$ cat src/rtl/lgs_pkg.sv
// ----------------------------------------------------------------------------
// Generation step package
// Shared command codes, datapath operations and controller/datapath links.
// ----------------------------------------------------------------------------
package lgs_pkg;

	localparam int LGS_GRID_COLS = 64;
	localparam int LGS_GRID_ROWS = 64;

	typedef enum logic [1:0] {
		CMD_CLEAR   = 2'd0,
		CMD_WRITE   = 2'd1,
		CMD_READ    = 2'd2,
		CMD_ADVANCE = 2'd3
	} lgs_cmd_code_t;

	typedef enum logic [3:0] {
		OP_NOP,
		OP_LATCH,
		OP_CLR_STEP,
		OP_RD_CELL,
		OP_WR_CELL,
		OP_GEN_START,
		OP_GEN_LD1,
		OP_GEN_LD2,
		OP_GEN_RUN,
		OP_GEN_END,
		OP_RESULT
	} lgs_op_t;

	typedef struct packed {
		lgs_op_t op;
	} lgs_ctl_t;

	typedef struct packed {
		logic clr_last;
		logic gen_last;
	} lgs_sts_t;

endpackage

$ cat src/rtl/lgs_ctrl.sv
// ----------------------------------------------------------------------------
// Generation step controller
// Sequences clearing, cell access and generation sweeps over the datapath.
// ----------------------------------------------------------------------------
module lgs_ctrl import lgs_pkg::*; (
	input  logic       clk,
	input  logic       arst_n,
	input  logic       start,
	input  logic [1:0] cmd,
	output logic       busy,
	output lgs_ctl_t   ctl,
	input  lgs_sts_t   sts
);

	typedef enum logic [3:0] {
		S_INIT,
		S_IDLE,
		S_CLR,
		S_RDR,
		S_RDW,
		S_WR,
		S_GEN0,
		S_GEN1,
		S_GEN2,
		S_RUN,
		S_GEND,
		S_RESP
	} state_t;

	state_t state_q;
	state_t state_n;
	logic   busy_q;
	logic   accept;

	assign accept = start && !busy_q;

	always_comb begin
		state_n = state_q;
		ctl.op  = OP_NOP;
		unique case (state_q)
			S_INIT: begin
				ctl.op = OP_CLR_STEP;
				if (sts.clr_last) begin
					state_n = S_IDLE;
				end
			end
			S_IDLE: begin
				if (accept) begin
					ctl.op = OP_LATCH;
					unique case (lgs_cmd_code_t'(cmd))
						CMD_CLEAR:   state_n = S_CLR;
						CMD_WRITE:   state_n = S_RDW;
						CMD_READ:    state_n = S_RDR;
						CMD_ADVANCE: state_n = S_GEN0;
					endcase
				end
			end
			S_CLR: begin
				ctl.op = OP_CLR_STEP;
				if (sts.clr_last) begin
					state_n = S_RESP;
				end
			end
			S_RDR: begin
				ctl.op  = OP_RD_CELL;
				state_n = S_RESP;
			end
			S_RDW: begin
				ctl.op  = OP_RD_CELL;
				state_n = S_WR;
			end
			S_WR: begin
				ctl.op  = OP_WR_CELL;
				state_n = S_RESP;
			end
			S_GEN0: begin
				ctl.op  = OP_GEN_START;
				state_n = S_GEN1;
			end
			S_GEN1: begin
				ctl.op  = OP_GEN_LD1;
				state_n = S_GEN2;
			end
			S_GEN2: begin
				ctl.op  = OP_GEN_LD2;
				state_n = S_RUN;
			end
			S_RUN: begin
				ctl.op = OP_GEN_RUN;
				if (sts.gen_last) begin
					state_n = S_GEND;
				end
			end
			S_GEND: begin
				ctl.op  = OP_GEN_END;
				state_n = S_RESP;
			end
			S_RESP: begin
				ctl.op  = OP_RESULT;
				state_n = S_IDLE;
			end
			default: state_n = S_IDLE;
		endcase
	end

	always_ff @(posedge clk or negedge arst_n) begin
		if (!arst_n) begin
			state_q <= S_INIT;
			busy_q  <= 1'b1;
		end else begin
			state_q <= state_n;
			busy_q  <= (state_n != S_IDLE);
		end
	end

	assign busy = busy_q;

endmodule

$ cat config.mk
export PLATFORM = sky130hd
export DESIGN_NAME = lgs_ctrl
export DESIGN_NICKNAME = d
export VERILOG_FILES = /design/src/rtl/lgs_pkg.sv /design/src/rtl/lgs_ctrl.sv
export SDC_FILE = /design/constraint.sdc
export NUM_CORES = 1
export LEC_CHECK = 0
export BUFFER_PORTS_ARGS = -buffer_cell sky130_fd_sc_hd__buf_2
export CORE_AREA = 2 2 39 41
export CTS_BUF_LIST = sky130_fd_sc_hd__clkbuf_8
export CTS_CLUSTER_SIZE = 40
export DETAILED_ROUTE_END_ITERATION = 8
export DIE_AREA = 0 0 41 43
export GPL_ROUTABILITY_DRIVEN = 0
export MAX_ROUTING_LAYER = met4
export PLACE_DENSITY = 0.5
export SYNTH_ARGS = -nofsm -noshare
export SYNTH_HDL_FRONTEND = slang
export SYNTH_SLANG_ARGS = --single-unit
$ cat constraint.sdc
create_clock -name clk -period 3.6 [get_ports clk]
set_input_delay 0.72 -clock clk [delete_from_list [all_inputs] [get_ports clk]]
set_output_delay 0.72 -clock clk [all_outputs]
set_load 0.02 [all_outputs]
# --- Word-level counts from Yosys, hierarchy flattened ---
# Index checks and enable logic that the tools add are counted.
classes:
  muxes: 8
  eq_ne: 15
  n_reduce_logical: 7
op_table:
  columns: ["cell", "n"]
  rows:
  - ["$pmux 4 s10", 1]
  - ["$pmux 4 s9", 1]
  - ["$eq 4x3->1 const B", 4]
  - ["$eq 4x4->1 const B", 4]
  - ["$mux 4", 4]
  - ["$pmux 4 s4", 1]
  - ["$eq 4x2->1 const B", 2]
  - ["$eq 2x2->1 const B", 2]
  - ["$eq 4x1->1 const B", 1]
  - ["$logic_not 4->1", 1]
  - ["$ne 4x1->1 const B", 1]
  - ["$reduce_or 2->1", 2]
  - ["$reduce_or 3->1", 1]
  - ["$eq 2x1->1 const B", 1]
  - ["$logic_not 2->1", 1]
  - ["$logic_and 1x1->1", 1]
  - ["$logic_not 1->1", 1]
  - ["$mux 1", 1]
word_totals:
  reg_bits: 5
  in_bits: 7

# --- Logic depth before layout (Yosys ltp) ---
logic_depth:
  word_depth: 5
  depth_mapped: 5
  mapped_depth_nobuf: 4

# --- Least setup slack after synthesis ---
# OpenSTA, ideal clock, no wires.
synth_timing:
  path_kind: "input to output"
  from: "input start"
  to: "output ctl[0] (netlist bit)"
  cell_stages: 3
  required_ns: 2.880
  setup_slack_ns: 1.369
  arrival_time_ns: 1.511
  path_cell_list: "or2b_2 -> nor2b_1 -> o22ai_1"
synth_lines:
  columns: ["element", "line_no", "source"]
  rows:
  - ["start, declared", "lgs_ctrl.sv:8", "input logic start,"]
  - ["end, declared", "lgs_ctrl.sv:11", "output lgs_ctl_t ctl,"]

==> flow_summary.yaml <==
hold_path:
  hold_class: "in -> async"
clock_tree:
  cts_tree: "done"
  cts_resized: 0
  cts-buffers-inserted: 3
  cts.repair_timing.setup_buffer_count: 0
  number_of_levels_in_the_clock_h_tree: 1
  num_clock_sinks: 5
  cts.reportedPaths.clkPinSlew_ps: 40
  clock_tree.root_cell: "sky130_fd_sc_hd__clkbuf_8"
  cts_hold_buffers: 0
  cts.path.max_buffers: 2
  clk_latency_ps: 230
yosys:
  syn-num-nets: 53
  synthesis_stage_register_bit_count: 5
  synth.lib_cells_used.distinct: 32
  synthDominantCellAreaShare: 0.234
  yosys.area.top_type: "sky130_fd_sc_hd__dfrtp_1"
  postSynthCellCount: 46
  yosysWarningCount: 0
  synth-seq-area-share: 0.295
  syn-mean-instance-area_sq_um: 9.30
  post_synth_main_area_contributors: "sky130_fd_sc_hd__dfrtp_1 23%, sky130_fd_sc_hd__dfstp_2 6.1%, sky130_fd_sc_hd__buf_6 5.3%"
  synth.cell_area_sq_um: 428
placement:
  dp.final_hpwl_um: 650
  port_buffers: 11
  place_ws_ps: 1290
pwr:
  vdd_drop_max_mv: 0.348
  powerDensity_nw_per_um2: 958
  leakage_nw: 0.233
setup_path:
  critical_path_peak_fanout: 4
  timing.critical_path.mode_cell: "sky130_fd_sc_hd__buf_2"
  critical_path.endpoint: "ctl[0]"
  worst-endpoint-required_ps: 2880
  worstReg2RegStart: "state_q[2]"
  slowest_delay_ps: 320
  critPathBufInv: 2
  crit_path_start_kind: "primary input"
  timing.critical_path.max_delay_family: "simple AND/OR/NAND/NOR gates"
  worst_setup_path_startpoint: "start"
  reg2regPathDepth: 4
  crit_path_cell_trace: "buf_2 -> or2b_2 -> nor2b_1 -> o22ai_1 -> buf_2"
  worstSetupEndpointType: "primary output"
  r2r_setup_slack_ps: 2180
  data_arrival_time_of_the_worst_path_ps: 1590
  critical-path-slowest-cell: "sky130_fd_sc_hd__or2b_2"
  reg2reg_to: "busy"
  path_depth: 5
  crit_type: "in -> out"
detailed_routing:
  drt_drc_violations_left: 0
  dr_total_vias: 372
  antenna_violating_nets_post_route: 0
  drt_pre_antenna_iters: 1
  wire_per_inst_um: 12.4
  detail_route.vias_per_cell: 5.03
  initialDrtViolationCount: 0
  total_wire_length_after_detailed_routing_um: 914
sta:
  rsz0062_at_grt: "no"
  relSlewSlack: 0.750
  setup_violations: 0
  fin_worst_skew_ps: 1.74
  worst-slew-pin-transition_ps: 375
  fin_tns_setup_ps: 0
  final_period_minus_worst_setup_slack_ps: 2310
  report.final.hold_viol_count: 0
  clock.fmax_mhz: 433
  final_min_period_over_clock_period: 0.642
  timing.final.max_slew_violations: 0
  post_route_worst_setup_slack_ps: 1290
die:
  fp-row-count: 14
  initial_core_util: 0.309
  design.core.area_sq_um: 1380
  die_h_um: 43
  die_width_um: 41
  design.die.area_sq_um: 1760
  floorplan.io_pins: 12
grt:
  global_route_wire_length_before_repair_um: 1480
  antenna_found_initial: 0
  grt_overflow: 0
  track_usage: 0.131
  first_global_vias: 353
  grt_max_degree: 14
layout:
  syn2layout_area_growth_pct: 21.1
  layout.nets: 66
  antenna_diode_count: 0
  fraction_of_layout_instances_using_a_drive_strength_above_1: 0.431
run:
  cap_viol_max_count: 0
run_status:
  run_status: "complete, no violations"
==> synthesized netlist by cell type <==
master,instances
sky130_fd_sc_hd__a211oi_1,2
sky130_fd_sc_hd__a21o_2,1
sky130_fd_sc_hd__a21oi_1,1
sky130_fd_sc_hd__a221oi_2,1
sky130_fd_sc_hd__a31o_2,1
sky130_fd_sc_hd__and2_1,2
sky130_fd_sc_hd__and2b_2,1
sky130_fd_sc_hd__and4b_1,1
sky130_fd_sc_hd__buf_4,1
sky130_fd_sc_hd__buf_6,2
sky130_fd_sc_hd__dfrtp_1,4
sky130_fd_sc_hd__dfstp_2,1
sky130_fd_sc_hd__inv_1,1
sky130_fd_sc_hd__inv_2,1
sky130_fd_sc_hd__mux2i_1,1
sky130_fd_sc_hd__nand2_1,1
sky130_fd_sc_hd__nand2b_1,1
sky130_fd_sc_hd__nand2b_4,1
sky130_fd_sc_hd__nand3b_1,1
sky130_fd_sc_hd__nand4bb_1,1
sky130_fd_sc_hd__nor2_1,5
sky130_fd_sc_hd__nor2b_1,2
sky130_fd_sc_hd__nor3_1,2
sky130_fd_sc_hd__nor3_2,1
sky130_fd_sc_hd__o21ai_0,3
sky130_fd_sc_hd__o21bai_1,1
sky130_fd_sc_hd__o22ai_1,1
sky130_fd_sc_hd__o22ai_2,1
sky130_fd_sc_hd__o2bb2ai_1,1
sky130_fd_sc_hd__or2_1,1
sky130_fd_sc_hd__or2b_2,1
sky130_fd_sc_hd__or3_4,1
==> worst register-to-register path: cells and delay by family (launching register included) <==
kind / cells / cell delay [ps]
AOI/OAI and AO/OA: 1 / 180
DFF: 1 / 560
and+or+nand+nor: 3 / 610
==> metrics by stage <==
stage               power, mW  std cells  hold WS [ps]  utilization  area [sq um]
floorplan               0.340         46           424            -           428
global placement        0.393         70           539        0.342           473
detailed placement      0.388         70           538        0.342           473
CTS                     0.499         74           296        0.374           518
global route            0.534         74           304        0.374           518
finish                  0.496         74           295        0.374           518
==> layer usage <==
metal | GRT usage | vias to the layer above | wire length (um)
li1 | - | 189 | -
met1 | 0.173 | 173 | 418
met2 | 0.175 | 8 | 435
met3 | 0.0157 | 2 | 38
met4 | 0.100 | 0 | 21
met5 | - | - | 0
==> logic make-up after synthesis <==
kind of cell	Yosys count	share of synthesized area
and+or+nand+nor	22	0.354
AOI/OAI and AO/OA	13	0.240
DFF	5	0.295
buffers and inverters	5	0.0877
muxes	1	0.0234
==> where the power goes <==
part	total [mW]	internal (mW)	leakage [nW]	switching, mW
logic	0.257	0.119	0.147	0.137
registers	0.130	0.0800	0.0588	0.0500
clock network	0.109	0.0738	0.0269	0.0354
==> worst min-delay path by stage <==
stage | end | cells after the start | slack (ps) | startpoint
after floorplan | state_q[0] | 0 | 420 | arst_n
after global placement | state_q[0] | 1 | 540 | arst_n
after detailed placement | state_q[1] | 1 | 540 | arst_n
after CTS | state_q[1] | 1 | 300 | arst_n
after global routing | state_q[1] | 1 | 300 | arst_n
final | state_q[0] | 1 | 290 | arst_n
==> layout make-up <==
cell class / instances / area (sq um)
timing repair buffer: 11 / 55.1
inverter: 2 / 7.51
multi-input combinational: 36 / 264
fill: 146 / 866
tap: 16 / 20.0
clock buffer: 3 / 41.3
sequential: 5 / 126
clock inverter: 1 / 3.75
==> sequential cells by signal (all words and copies together), names as in the netlist <==
register	cells
state_q	4
busy	1
==> cell usage in the layout, fill, tap and decap left out, drive strengths merged <==
master and count:
o21ai 3, nor3 3, nor2b 2, nand4bb 1
o21bai 1, nor2 5, a21o 1, or2b 1
buf 11, a31o 1, nand3b 1, a21oi 1
and2b 1, and4b 1, or3 1, a221oi 1
dfstp 1, dfrtp 4, a211oi 2, mux2i 1
o2bb2ai 1, o22ai 2, or2 1, inv 3
nand2b 2, nand2 1, clkbuf 3, and2 2
Note: power is estimated with default switching activity, not from simulation.
